**src/rtl/esc_calibration_sequencer_core_macros.svh**
```systemverilog
// Assertion macros shared by the ESC calibration sequencer RTL.
// Stand-alone header; the clock is clk and the synchronous reset is rst_n.
`ifndef ESC_CALIBRATION_SEQUENCER_CORE_MACROS_SVH
`define ESC_CALIBRATION_SEQUENCER_CORE_MACROS_SVH
`ifndef SYNTHESIS
// Same-cycle implication, checked out of reset
`define ESC_CAL_ASSERT(label, ante, cons) \
  label: assert property (@(posedge clk) disable iff (!rst_n) (ante) |-> (cons)) \
    else $error("esc_cal assertion failed");
// Next-cycle implication, checked out of reset
`define ESC_CAL_ASSERT_NEXT(label, ante, cons) \
  label: assert property (@(posedge clk) disable iff (!rst_n) (ante) |=> (cons)) \
    else $error("esc_cal assertion failed");
`else
`define ESC_CAL_ASSERT(label, ante, cons)
`define ESC_CAL_ASSERT_NEXT(label, ante, cons)
`endif
`endif

```
**src/rtl/esc_cal_pkg.sv**
```systemverilog
// Types, codes and constants of the ESC calibration sequencer.
// No dependencies; used by every RTL module of the block.
package esc_cal_pkg;

  localparam int CMD_W   = 12;
  localparam int MODE_W  = 5;
  localparam int TICK_W  = 32;
  localparam int HOLD_W  = 16;
  localparam int FINE_W  = 8;
  localparam int COARSE_W = 10;
  localparam int CFG_IDX_W  = 3;
  localparam int CFG_DATA_W = 16;

  // Mode codes
  localparam logic [MODE_W-1:0] MODE_IDLE        = 5'd0;
  localparam logic [MODE_W-1:0] MODE_CAL_MAX     = 5'd1;
  localparam logic [MODE_W-1:0] MODE_CAL_MIN     = 5'd2;
  localparam logic [MODE_W-1:0] MODE_FIRST_MOTOR = 5'd3;
  localparam logic [MODE_W-1:0] MODE_TEST        = 5'd19;

  // Phase of a per-motor mode
  localparam logic [1:0] PH_MIN_SEARCH = 2'd0;
  localparam logic [1:0] PH_MIN_END    = 2'd1;
  localparam logic [1:0] PH_MAX_SEARCH = 2'd2;
  localparam logic [1:0] PH_MAX_END    = 2'd3;

  // Register indexes
  localparam logic [CFG_IDX_W-1:0] REG_MIN_COMMAND = 3'd0;
  localparam logic [CFG_IDX_W-1:0] REG_MAX_COMMAND = 3'd1;
  localparam logic [CFG_IDX_W-1:0] REG_HOLD_TICKS  = 3'd2;
  localparam logic [CFG_IDX_W-1:0] REG_FINE_STEP   = 3'd3;
  localparam logic [CFG_IDX_W-1:0] REG_COARSE_STEP = 3'd4;

  // Reset values
  localparam logic [CMD_W-1:0]    MIN_COMMAND_RST = 12'd1000;
  localparam logic [CMD_W-1:0]    MAX_COMMAND_RST = 12'd2000;
  localparam logic [HOLD_W-1:0]   HOLD_TICKS_RST  = 16'd25;
  localparam logic [FINE_W-1:0]   FINE_STEP_RST   = 8'd2;
  localparam logic [COARSE_W-1:0] COARSE_STEP_RST = 10'd50;

  localparam logic [3:0] MASK_ALL = 4'hF;

  typedef struct packed {
    logic [CMD_W-1:0]    min_command;
    logic [CMD_W-1:0]    max_command;
    logic [HOLD_W-1:0]   hold_ticks;
    logic [FINE_W-1:0]   fine_step;
    logic [COARSE_W-1:0] coarse_step;
  } cfg_t;

  typedef struct packed {
    logic              reception_ok;
    logic              reception_lost;
    logic              toggle_up;
    logic              button_lo;
    logic              button_ro;
    logic              button_li;
    logic [TICK_W-1:0] tick_now;
  } poll_t;

  typedef struct packed {
    logic [MODE_W-1:0] mode;
    logic [CMD_W-1:0]  command;
    logic [TICK_W-1:0] lo_press;
    logic [TICK_W-1:0] ro_press;
    logic              lo_armed;
    logic              ro_armed;
  } state_t;

  typedef struct packed {
    logic [3:0] drive_mask;
    logic       stop_motors;
  } res_t;

endpackage

```
**src/rtl/esc_cal_cfg.sv**
```systemverilog
// Configuration register file of the ESC calibration sequencer.
// Depends on esc_cal_pkg.
module esc_cal_cfg (
  input  logic                                clk,
  input  logic                                rst_n,
  input  logic                                cfg_valid,
  output logic                                cfg_ready,
  input  logic [esc_cal_pkg::CFG_IDX_W-1:0]   cfg_index,
  input  logic [esc_cal_pkg::CFG_DATA_W-1:0]  cfg_data,
  output esc_cal_pkg::cfg_t                   cfg
);

  esc_cal_pkg::cfg_t cfg_r, cfg_nxt;

  // Writes never wait
  assign cfg_ready = 1'b1;

  // Register decode; indexes past the list are dropped
  always_comb begin
    cfg_nxt = cfg_r;
    if (cfg_valid) begin
      unique case (cfg_index)
        esc_cal_pkg::REG_MIN_COMMAND:
          cfg_nxt.min_command = cfg_data[esc_cal_pkg::CMD_W-1:0];
        esc_cal_pkg::REG_MAX_COMMAND:
          cfg_nxt.max_command = cfg_data[esc_cal_pkg::CMD_W-1:0];
        esc_cal_pkg::REG_HOLD_TICKS:
          cfg_nxt.hold_ticks = cfg_data[esc_cal_pkg::HOLD_W-1:0];
        esc_cal_pkg::REG_FINE_STEP:
          cfg_nxt.fine_step = cfg_data[esc_cal_pkg::FINE_W-1:0];
        esc_cal_pkg::REG_COARSE_STEP:
          cfg_nxt.coarse_step = cfg_data[esc_cal_pkg::COARSE_W-1:0];
        default: cfg_nxt = cfg_r;
      endcase
    end
  end

  always_ff @(posedge clk) begin
    if (!rst_n) begin
      cfg_r.min_command <= esc_cal_pkg::MIN_COMMAND_RST;
      cfg_r.max_command <= esc_cal_pkg::MAX_COMMAND_RST;
      cfg_r.hold_ticks  <= esc_cal_pkg::HOLD_TICKS_RST;
      cfg_r.fine_step   <= esc_cal_pkg::FINE_STEP_RST;
      cfg_r.coarse_step <= esc_cal_pkg::COARSE_STEP_RST;
    end else begin
      cfg_r <= cfg_nxt;
    end
  end

  assign cfg = cfg_r;

endmodule

```
**src/rtl/esc_cal_step.sv**
```systemverilog
// Next-state and result logic for one poll of the calibration sequence.
// Purely combinational; depends on esc_cal_pkg.
module esc_cal_step (
  input  esc_cal_pkg::state_t st,
  input  esc_cal_pkg::poll_t  poll,
  input  esc_cal_pkg::cfg_t   cfg,
  output esc_cal_pkg::state_t st_nxt,
  output esc_cal_pkg::res_t   res
);

  typedef struct packed {
    logic                           armed;
    logic [esc_cal_pkg::TICK_W-1:0] press;
    logic                           fire;
  } hold_t;

  // Button hold timer: arm on first press, fire once past the hold time
  function automatic hold_t held_long(
    input logic                           armed,
    input logic [esc_cal_pkg::TICK_W-1:0] press,
    input logic [esc_cal_pkg::TICK_W-1:0] now,
    input logic [esc_cal_pkg::HOLD_W-1:0] hold
  );
    hold_t h;
    logic [esc_cal_pkg::TICK_W-1:0] elapsed;
    h       = '{armed: armed, press: press, fire: 1'b0};
    elapsed = now - press;
    if (!armed) begin
      h.armed = 1'b1;
      h.press = now;
    end else if (elapsed > {{(esc_cal_pkg::TICK_W-esc_cal_pkg::HOLD_W){1'b0}}, hold}) begin
      h.armed = 1'b0;
      h.fire  = 1'b1;
    end
    return h;
  endfunction

  // Limit a signed test-mode value to the command range
  function automatic logic [esc_cal_pkg::CMD_W-1:0] clamp_cmd(
    input logic signed [13:0]             v,
    input logic [esc_cal_pkg::CMD_W-1:0]  lo_lim,
    input logic [esc_cal_pkg::CMD_W-1:0]  hi_lim
  );
    logic [esc_cal_pkg::CMD_W-1:0] r;
    if (v < $signed({2'b00, lo_lim})) r = lo_lim;
    else if (v > $signed({2'b00, hi_lim})) r = hi_lim;
    else r = v[esc_cal_pkg::CMD_W-1:0];
    return r;
  endfunction

  hold_t lo_hold, ro_hold;
  logic [esc_cal_pkg::MODE_W-1:0] rel;
  logic [1:0]                     phase;
  logic [3:0]                     motor_bit;
  logic [12:0]                    sum_fine;
  logic signed [13:0]             dif_fine;
  logic signed [13:0]             test_dn;
  logic signed [13:0]             test_up;

  // Shared arithmetic for all modes
  always_comb begin
    rel       = st.mode - esc_cal_pkg::MODE_FIRST_MOTOR;
    phase     = rel[1:0];
    motor_bit = 4'b0001 << rel[3:2];
    lo_hold   = held_long(st.lo_armed, st.lo_press, poll.tick_now, cfg.hold_ticks);
    ro_hold   = held_long(st.ro_armed, st.ro_press, poll.tick_now, cfg.hold_ticks);
    sum_fine  = {1'b0, st.command} + {5'b0, cfg.fine_step};
    dif_fine  = $signed({2'b00, st.command}) - $signed({6'b0, cfg.fine_step});
    test_dn   = $signed({2'b00, st.command}) - $signed({4'b0, cfg.coarse_step});
    test_up   = $signed({2'b00, st.command}) + $signed({4'b0, cfg.coarse_step});
  end

  // Mode sequencing
  always_comb begin
    st_nxt = st;
    res    = '0;
    if (st.mode == esc_cal_pkg::MODE_CAL_MAX) begin
      if (poll.toggle_up) begin
        st_nxt.mode     = esc_cal_pkg::MODE_CAL_MIN;
        res.stop_motors = 1'b1;
      end
    end else if (st.mode == esc_cal_pkg::MODE_CAL_MIN) begin
      if (!poll.toggle_up) begin
        st_nxt.command = cfg.min_command;
        res.drive_mask = 4'b0001;
        st_nxt.mode    = esc_cal_pkg::MODE_FIRST_MOTOR;
      end
    end else if (st.mode >= esc_cal_pkg::MODE_FIRST_MOTOR &&
                 st.mode < esc_cal_pkg::MODE_TEST) begin
      if (phase == esc_cal_pkg::PH_MIN_SEARCH || phase == esc_cal_pkg::PH_MAX_SEARCH) begin
        if (poll.button_lo) begin
          st_nxt.lo_armed = lo_hold.armed;
          st_nxt.lo_press = lo_hold.press;
          if (lo_hold.fire) begin
            if (phase == esc_cal_pkg::PH_MIN_SEARCH) begin
              // step up, saturating at the upper limit
              st_nxt.command = (sum_fine > {1'b0, cfg.max_command}) ?
                               cfg.max_command : sum_fine[esc_cal_pkg::CMD_W-1:0];
            end else begin
              // step down, saturating at the lower limit
              st_nxt.command = (dif_fine < $signed({2'b00, cfg.min_command})) ?
                               cfg.min_command : dif_fine[esc_cal_pkg::CMD_W-1:0];
            end
            res.drive_mask = motor_bit;
          end
        end else if (poll.button_ro) begin
          st_nxt.lo_armed = 1'b0;
          st_nxt.command  = (phase == esc_cal_pkg::PH_MIN_SEARCH) ?
                            cfg.max_command : cfg.min_command;
          st_nxt.mode     = st.mode + 5'd1;
        end else begin
          st_nxt.lo_armed = 1'b0;
        end
      end else if (!poll.button_ro) begin
        // min or max end: RO released
        res.drive_mask = motor_bit;
        st_nxt.mode    = st.mode + 5'd1;
      end
    end else if (st.mode == esc_cal_pkg::MODE_TEST) begin
      if (poll.button_li) begin
        st_nxt.lo_armed = 1'b0;
        st_nxt.ro_armed = 1'b0;
        st_nxt.command  = cfg.min_command;
        res.drive_mask  = esc_cal_pkg::MASK_ALL;
      end else if (poll.button_lo) begin
        st_nxt.ro_armed = 1'b0;
        st_nxt.lo_armed = lo_hold.armed;
        st_nxt.lo_press = lo_hold.press;
        if (lo_hold.fire) begin
          st_nxt.command = clamp_cmd(test_dn, cfg.min_command, cfg.max_command);
          res.drive_mask = esc_cal_pkg::MASK_ALL;
        end
      end else if (poll.button_ro) begin
        st_nxt.lo_armed = 1'b0;
        st_nxt.ro_armed = ro_hold.armed;
        st_nxt.ro_press = ro_hold.press;
        if (ro_hold.fire) begin
          st_nxt.command = clamp_cmd(test_up, cfg.min_command, cfg.max_command);
          res.drive_mask = esc_cal_pkg::MASK_ALL;
        end
      end else begin
        st_nxt.lo_armed = 1'b0;
        st_nxt.ro_armed = 1'b0;
      end
      if (poll.reception_lost) st_nxt.mode = esc_cal_pkg::MODE_IDLE;
    end else begin
      // idle and unused codes
      st_nxt.mode = poll.reception_ok ? esc_cal_pkg::MODE_CAL_MAX : esc_cal_pkg::MODE_IDLE;
    end
  end

endmodule

```
**src/rtl/esc_calibration_sequencer_core.sv**
```systemverilog
// Top level of the ESC calibration sequencer: input register, sequence state,
// result register. Depends on esc_cal_pkg, esc_cal_cfg, esc_cal_step and the macro header.
//
//   channel | direction | handshake            | word
//   in_     | input     | in_valid / in_stall  | one poll: flags, buttons, tick
//   out_    | output    | out_valid / out_stall| mode, command, drive mask, stop
//   cfg_    | input     | cfg_valid / cfg_ready| register index and data
//
// One result per poll; each poll passes the input register, then the result register.
// A poll can be taken every cycle while in_stall is low: the state update runs between them.
// Reset (rst_n low, synchronous) returns to idle with the command at 1000.
// in_stall rises only while both registers hold a word and out_stall is high.
// cfg_ready is always high; writes take effect on the next cycle.
`include "esc_calibration_sequencer_core_macros.svh"

module esc_calibration_sequencer_core (
  input  logic                                clk,
  input  logic                                rst_n,
  // poll channel
  input  logic                                in_valid,
  output logic                                in_stall,
  input  logic                                in_reception_ok,
  input  logic                                in_reception_lost,
  input  logic                                in_toggle_up,
  input  logic                                in_button_lo,
  input  logic                                in_button_ro,
  input  logic                                in_button_li,
  input  logic [esc_cal_pkg::TICK_W-1:0]      in_tick_now,
  // result channel
  output logic                                out_valid,
  input  logic                                out_stall,
  output logic [esc_cal_pkg::MODE_W-1:0]      out_mode_now,
  output logic [esc_cal_pkg::CMD_W-1:0]       out_motor_command,
  output logic [3:0]                          out_drive_mask,
  output logic                                out_stop_motors,
  // configuration channel
  input  logic                                cfg_valid,
  output logic                                cfg_ready,
  input  logic [esc_cal_pkg::CFG_IDX_W-1:0]   cfg_index,
  input  logic [esc_cal_pkg::CFG_DATA_W-1:0]  cfg_data
);

  esc_cal_pkg::cfg_t   cfg;
  esc_cal_pkg::poll_t  poll_r;
  esc_cal_pkg::state_t st_r, st_nxt;
  esc_cal_pkg::res_t   res;
  logic                in_valid_r;
  logic                out_valid_r;
  logic                advance;
  logic [esc_cal_pkg::MODE_W-1:0] out_mode_r;
  logic [esc_cal_pkg::CMD_W-1:0]  out_command_r;
  esc_cal_pkg::res_t               out_res_r;

  esc_cal_cfg u_cfg (
    .clk       (clk),
    .rst_n     (rst_n),
    .cfg_valid (cfg_valid),
    .cfg_ready (cfg_ready),
    .cfg_index (cfg_index),
    .cfg_data  (cfg_data),
    .cfg       (cfg)
  );

  esc_cal_step u_step (
    .st     (st_r),
    .poll   (poll_r),
    .cfg    (cfg),
    .st_nxt (st_nxt),
    .res    (res)
  );

  // Held poll moves on when the result register is free or being emptied
  assign advance  = in_valid_r && (!out_valid_r || !out_stall);
  assign in_stall = in_valid_r && !advance;

  // Input register
  always_ff @(posedge clk) begin
    if (!rst_n) begin
      in_valid_r <= 1'b0;
    end else if (!in_stall) begin
      in_valid_r <= in_valid;
    end
  end

  always_ff @(posedge clk) begin
    if (in_valid && !in_stall) begin
      poll_r <= '{reception_ok:   in_reception_ok,
                  reception_lost: in_reception_lost,
                  toggle_up:      in_toggle_up,
                  button_lo:      in_button_lo,
                  button_ro:      in_button_ro,
                  button_li:      in_button_li,
                  tick_now:       in_tick_now};
    end
  end

  // Sequence state
  always_ff @(posedge clk) begin
    if (!rst_n) begin
      st_r.mode     <= esc_cal_pkg::MODE_IDLE;
      st_r.command  <= esc_cal_pkg::MIN_COMMAND_RST;
      st_r.lo_press <= '0;
      st_r.ro_press <= '0;
      st_r.lo_armed <= 1'b0;
      st_r.ro_armed <= 1'b0;
    end else if (advance) begin
      st_r <= st_nxt;
    end
  end

  // Result register
  always_ff @(posedge clk) begin
    if (!rst_n) begin
      out_valid_r <= 1'b0;
    end else if (advance) begin
      out_valid_r <= 1'b1;
    end else if (!out_stall) begin
      out_valid_r <= 1'b0;
    end
  end

  always_ff @(posedge clk) begin
    if (advance) begin
      out_mode_r    <= st_nxt.mode;
      out_command_r <= st_nxt.command;
      out_res_r     <= res;
    end
  end

  assign out_valid         = out_valid_r;
  assign out_mode_now      = out_mode_r;
  assign out_motor_command = out_command_r;
  assign out_drive_mask    = out_res_r.drive_mask;
  assign out_stop_motors   = out_res_r.stop_motors;

  // Checks
  `ESC_CAL_ASSERT(a_mode_reachable, 1'b1, st_r.mode <= esc_cal_pkg::MODE_TEST)
  `ESC_CAL_ASSERT(a_stall_cause, in_stall, in_valid_r && out_valid_r && out_stall)
  `ESC_CAL_ASSERT_NEXT(a_advance_delivers, advance, out_valid_r)
  `ESC_CAL_ASSERT(a_stop_only_cal, out_valid_r && out_res_r.stop_motors,
                  out_mode_r == esc_cal_pkg::MODE_CAL_MIN && out_res_r.drive_mask == 4'b0000)
  `ESC_CAL_ASSERT(a_single_motor, out_valid_r && out_mode_r != esc_cal_pkg::MODE_TEST &&
                  out_mode_r != esc_cal_pkg::MODE_IDLE, $onehot0(out_res_r.drive_mask))

endmodule

```
**config.mk**
```make
export PLATFORM = sky130hd
export DESIGN_NAME = esc_calibration_sequencer_core
export DESIGN_NICKNAME = d
export VERILOG_FILES = /design/src/rtl/esc_cal_pkg.sv /design/src/rtl/esc_cal_cfg.sv /design/src/rtl/esc_cal_step.sv /design/src/rtl/esc_calibration_sequencer_core.sv
export VERILOG_INCLUDE_DIRS = /design/src /design/src/rtl
export SDC_FILE = /design/constraint.sdc
export NUM_CORES = 1
export LEC_CHECK = 0
export ABC_AREA = 1
export BUFFER_PORTS_ARGS = -buffer_cell sky130_fd_sc_hd__buf_2
export CORE_AREA = 2 2 240 183
export DETAILED_ROUTE_END_ITERATION = 10
export DIE_AREA = 0 0 242 185
export PLACE_DENSITY = 0.64
export SETUP_SLACK_MARGIN = 0.1
export SLEW_MARGIN = 20
export SYNTH_ARGS = -nofsm -noshare
export SYNTH_HDL_FRONTEND = slang
export SYNTH_SLANG_ARGS = --single-unit
export TNS_END_PERCENT = 50
```
**constraint.sdc**
```tcl
create_clock -name clk -period 3.95 [get_ports clk]
set_input_delay 0.5925 -clock clk [delete_from_list [all_inputs] [get_ports clk]]
set_output_delay 0.5925 -clock clk [all_outputs]
set_load 0.05 [all_outputs]
```
# --- Word level (Yosys, flattened, before mapping) ---
# Cells that the tools add are included.
word_totals:
  inputBits: 62
  ff_bits: 203
  elab_cells: 156
  output_inout_bits: 25
op_classes:
  shifts: 1
  n_reduce_logical: 23
  n_eq_ne: 13
  n_mux: 74
  add_sub_neg: 8
  n_bitwise: 3
  magnitude_cmp: 10
op_table:
  columns: ["operator", "count"]
  rows:
  - ["2-to-1 mux 78 bit", 5]
  - ["2-to-1 mux 32 bit", 6]
  - ["2-to-1 mux 12 bit", 15]
  - ["2-to-1 mux 17 bit", 5]
  - ["2-to-1 mux 66 bit", 1]
  - ["greater-than comparator 32 x 16 -> 1 bit", 2]
  - ["2-to-1 mux 64 bit", 1]
  - ["subtractor 32 bit", 2]
  - ["2-to-1 mux 49 bit", 1]
  - ["2-to-1 mux 4 bit", 12]
  - ["2-to-1 mux 44 bit", 1]
  - ["less-than comparator 14 x 13 -> 1 bit", 3]
  - ["2-to-1 mux 5 bit", 7]
  - ["greater-than comparator 14 x 13 -> 1 bit", 2]
  - ["2-to-1 mux 1 bit", 18]
  - ["adder 12 x 10 -> 13 bit", 1]
  - ["adder 12 x 8 -> 13 bit", 1]
  - ["greater-than comparator 13 x 12 -> 1 bit", 1]
  - ["subtractor 12 x 10 -> 13 bit", 1]
  - ["subtractor 12 x 8 -> 13 bit", 1]
  - ["inequality test 4 x 1 -> 1 bit (second input constant)", 3]
  - ["AND reduction 2 bit", 5]
  - ["AND reduction 5 bit", 2]
  - ["AND reduction 9 bit", 1]
  - ["23 further kinds", 35]

# --- Logic depth before layout (Yosys ltp) ---
logic_depth:
  depth_word: 15
  mapped_depth: 36
  depth_no_buf: 36

# --- Cells and area by module ---
# Synthesis repeated with hierarchy kept, for this count alone.
hier_totals:
  cells_unflattened: 3488
  area_unflattened_um2: 21428.1
by_module_without_submodules:
  columns: ["module", "seq_area_each_um2", "area_each_um2", "cells_per_inst", "instances"]
  rows:
  - ["esc_cal_step", 0.0, 13244.0, 2557, 1]
  - ["esc_calibration_sequencer_core", 3503.4, 5891.9, 603, 1]
  - ["esc_cal_cfg", 1161.1, 2292.2, 328, 1]

# --- Least setup slack after synthesis ---
# OpenSTA, ideal clock, no wires.
synth_path:
  kind: "register to register"
  startpoint: "register st_r[71] (netlist name)"
  endpoint: "register out_command_r (netlist bit out_motor_command[2]), data pin"
  n_path_buf: 2
  required_time_ns: 3.699
  synth_period_minus_slack_ns: 3.865
  slack_ns: 0.085
  setup_time_ns: 0.251
  arrival_time_ns: 3.614
  stages_incl_launch_ff: 30
  cell_sequence: "dfxtp_1 ha_1 buf_2 nor2_1 nand2_1 o21ai_0 a21oi_1 or2_2 nand2_1 inv_1 ha_1 nand2_1 nor2_1 nor3b_1 nand2_1 nand2_1 nand2_1 nand2_1 nand2_1 buf_2 o21ai_0 o21ai_0 o21ai_0 nand3_1 nand2_1 nand2_1 nand2_1 nand2_1 nand2_1 inv_1"
synth_lines:
  columns: ["item", "line", "text"]
  rows:
  - ["start, declared", "esc_calibration_sequencer_core.sv:45", "esc_cal_pkg::state_t st_r, st_nxt;"]
  - ["start signal, assigned", "esc_calibration_sequencer_core.sv:107", "st_r <= st_nxt;"]
  - ["end signal, assigned", "esc_calibration_sequencer_core.sv:125", "out_command_r <= st_nxt.command;"]
  - ["end, declared", "esc_calibration_sequencer_core.sv:51", "logic [esc_cal_pkg::CMD_W-1:0] out_command_r;"]

==> impl_metrics.csv <==
group,metric,value,unit
hold_path,hold_class,"input port to register",
global_route,busiest_layer,"met1",
timing,fmax,236,MHz
global_route,grt_overflow,0,
drt,viasPerCell,5.33,
timing,fin_crit,4240,ps
final_layout,syn_to_final_growth,37.1,%
floorplanning,die_h,185,um
drt,vias,21500,
timing,relSlewSlack,0.276,
critical_path,max_stage_delay,560,ps
status,violations,"negative setup slack",
synthesis,syn_area_per_cell,6.44,um2
timing,clock_skew,28.6,ps
critical_path,crit_path_start,"poll_r[3]",
global_route,gr-usage-met3,0.135,
synthesis,async_flop_share,0,
power,p_leak,12.7,nW
drt,first_pass_iters,6,
synthesis,synth_edf_count,60,
synthesis,syn_nets,3203,
power,p_per_area,317,nW/um2
global_route,globalRouteMet1Util,0.519,
synthesis,synth-xor-area-share,0.0320,
power,power,8.20,mW
synthesis,synth-compound-area-share,0.193,
critical_path,worstSetupPathType,"register to register",
drt,drc_errors,0,
critical_path,cp-start-kind,"register",
clocking,clkSlewWorstSetupHoldPaths,70,ps
critical_path,crit_end,"out_motor_command[8]",
place,hpwl,61700,um
global_route,grt_pass1_wl,116000,um
synthesis,synthCells,2932,
drt,routed_wirelength,78900,um
critical_path,reg2reg_from,"poll_r[3]",
critical_path,reg2reg_depth,30,
final_layout,nets,3711,
synthesis,seq_area_frac_synth,0.247,
clocking,cts_made_buffers,25,
status,outcome,"complete, but fails checks",
global_route,use_met2,0.439,
clocking,htreeDepth,1,
synthesis,synth_area_leader_cell,"nand2_1",
place,numPortBuffers,85,
timing,final.setup.worst_slack,-293,ps
final_layout,drive_above_1_share,0.277,
drt,drtIter0Drc,2136,
timing,setup_viol,28,
drt,avgRoutedWirePerCell,19.5,um
synthesis,synth_top_area_frac,0.159,
synthesis,syn_area,18900,um2
synthesis,synth_top_family_by_area,"simple AND/OR/NAND/NOR gates",
floorplanning,rows,66,
critical_path,crit_fanout,5,
floorplanning,die-area,44800,um2
synthesis,ys_seq_elements,203,
clocking,cts_tree,"built",
global_route,grt_pass1_vias,19500,
clocking,hold_buffers,0,
timing,slew_violations,0,
synthesis,yosysUniqueCellTypes,60,
floorplanning,core,42600,um2
synthesis,yosys_warnings,0,
critical_path,crit_path_end_kind,"register",
floorplanning,ios,87,
synthesis,synth.area.mux_share,0,
final_layout,fin_util,0.608,
clocking,cts_max_path_buffers,3,
place,routabilityCongestion,0.983,
critical_path,worst_path_max_delay_cell,"edfxtp_1",
floorplanning,die_w,242,um
floorplanning,start_util,0.443,
clocking,insertion_delay,580,ps
synthesis,netlist_top_cells_area,"nand2_1 16%, dfxtp_1 15%, ha_1 13%",
global_route,grt_max_degree,88,
critical_path,cp.required,4240,ps
drt,antenna_left,0,
critical_path,rrSetupSlack,-290,ps
global_route,gr-usage-all-layers,0.340,
synthesis,synthSimpleGateAreaFrac,0.267,
critical_path,reg2reg_to,"out_motor_command[8]",
timing,fin_setup_tns,-5460,ps
timing,tightest_slew,1090,ps
clocking,clkSinkCount,203,
synthesis,synth_fa_ha_area_frac,0.141,
critical_path,worst_path_most_repeated_cell,"nand2_1",
synthesis,synth_ff_type,"dfxtp_1",
timing,final_hold_viol_count,0,
timing,rsz0062_at_grt,"yes",
flow_run,drv_cap,0,
critical_path,arrival,4530,ps
clocking,root_buffer,"clkbuf_16",
global_route,antenna_found_initial,2,
final_layout,n_fill_cell,4079,
timing,final.period_utilization,1.07,
power,ir_drop,0.000399,V
==> layer usage <==
metal	part of all wire	wire (um)
met5	0	0
met4	0.016	1260
met3	0.13	9940
met2	0.37	28800
met1	0.49	38900
==> layout make-up <==
class | count | area (um2) | area share
multi-input combinational | 2145 | 13500 | 0.520
timing repair inverter | 1 | 6.26 | 0.000241
clock buffer | 28 | 637 | 0.0246
timing repair buffer | 567 | 4280 | 0.165
tap | 578 | 723 | 0.0279
clock inverter | 18 | 209 | 0.00807
inverter | 497 | 1900 | 0.0732
antenna | 1 | 2.50 | 0.0000966
sequential | 203 | 4690 | 0.181
==> worst min-delay path by stage <==
| stage | startpoint | endpoint | slack, ps | cells after the start |
|---|---|---|---|---|
| global route | in_tick_now[5] | poll_r[5] | 180 | 1 |
| global placement | st_r[34] | st_r[34] | 440 | 2 |
| detailed placement | st_r[34] | st_r[34] | 450 | 2 |
| finish | in_tick_now[5] | poll_r[5] | 190 | 1 |
| CTS | in_tick_now[23] | poll_r[23] | 180 | 1 |
| floorplan | st_r[34] | st_r[34] | 430 | 2 |
==> cell usage after synthesis (4+ instances only) <==
library cell / n
nand2_1: 800
inv_1: 484
a21oi_1: 281
ha_1: 203
nor2_1: 198
o21ai_0: 196
dfxtp_1: 143
nand3_1: 113
xor2_1: 64
edfxtp_1: 60
clkbuf_1: 58
a211oi_1: 48
nand4_1: 29
o211ai_1: 27
buf_2: 19
nand2_2: 17
nor3_1: 15
nor2_2: 14
o22ai_1: 13
o21ai_1: 12
nand3b_1: 10
a21o_1: 9
and2_1: 9
inv_2: 9
o21a_1: 9
a31oi_1: 7
o21bai_1: 7
fa_1: 6
o211ai_2: 6
o221ai_1: 6
buf_6: 5
xnor2_1: 5
nor4_1: 4
o2111ai_1: 4
==> critical path, delay by kind of cell, from the launching register on <==
kind	cells	cell delay (ps)
buffers and inverters	5	620
AOI/OAI and AO/OA	2	170
DFF	1	560
adders and majority gates	2	520
xor gates and xnor gates	1	150
and+or+nand+nor	20	1950
==> metrics by stage <==
stage          hold WS [ps]  std cells  setup WS [ps]  cell area, um2
2_1_floorplan           427       2932            105           18900
3_3_place_gp            438       3917           -866           22800
3_5_place_dp            453       3917           -866           22800
4_1_cts                 175       4008           -290           24800
5_1_grt                 182       4037           -534           25900
6_report                188       4038           -293           25900
==> flip-flops by register name (all words and copies together) (netlist names) <==
register / flops
st_r: 83
out_motor_command: 12
poll_r: 38
out_drive_mask: 4
out_valid: 1
in_valid_r: 1
out_stop_motors: 1
u_cfg.cfg: 58
out_mode_now: 5
==> layout by cell type (no fill, tap or decap), types with 7 or more instances in the layout <==
master / Yosys / layout
nand2_4: 2 / 17
nand3_2: 1 / 10
and2_1: 9 / 9
clkinv_1: 3 / 7
a21oi_2: 3 / 28
o21bai_1: 7 / 7
xor2_1: 64 / 47
ha_4: 0 / 39
nand2_1: 800 / 723
a21oi_4: 1 / 8
buf_4: 2 / 439
o211ai_1: 27 / 27
nor2_4: 1 / 11
inv_2: 9 / 29
nand2_2: 17 / 79
dfxtp_1: 143 / 131
o21ai_1: 12 / 32
clkbuf_16: 0 / 26
nor2_1: 198 / 177
o21ai_0: 196 / 156
ha_1: 203 / 158
buf_2: 19 / 86
o22ai_1: 13 / 10
nand3b_1: 10 / 10
nand3_1: 113 / 99
o21a_1: 9 / 9
a21o_1: 9 / 9
a21oi_1: 281 / 249
o21ai_2: 1 / 19
edfxtp_1: 60 / 60
a211oi_1: 48 / 47
buf_6: 5 / 32
dfxtp_2: 0 / 8
nand4_1: 29 / 29
xor2_2: 0 / 17
nor3_1: 15 / 11
nor2_2: 14 / 26
inv_1: 484 / 457
==> repair_timing <==
item                       in CTS  in global routing
resized for setup             186                236
gates cloned                    2                  2
pin swaps                      88                106
hold endpoints to repair        0                  0
buffers inserted               43                 27
setup endpoints to repair      29                 30
==> power by group <==
part	internal [mW]	switching (mW)	leakage, nW
Clock	1.43	1.03	0.408
Sequential	2.23	0.0913	1.74
Combinational	1.43	1.98	10.6
Total	5.09	3.11	12.7
==> cell families (layout without fill, tap and decap cells) <==
logic type / count (synthesis) / after routing
AOI/OAI and AO/OA: 641 / 641
xor gates and xnor gates: 69 / 69
adders and majority gates: 209 / 209
buffers and inverters: 585 / 1111
DFF: 203 / 203
other: 1 / 2
and+or+nand+nor: 1224 / 1225
Power figures use the tool's default switching activity.
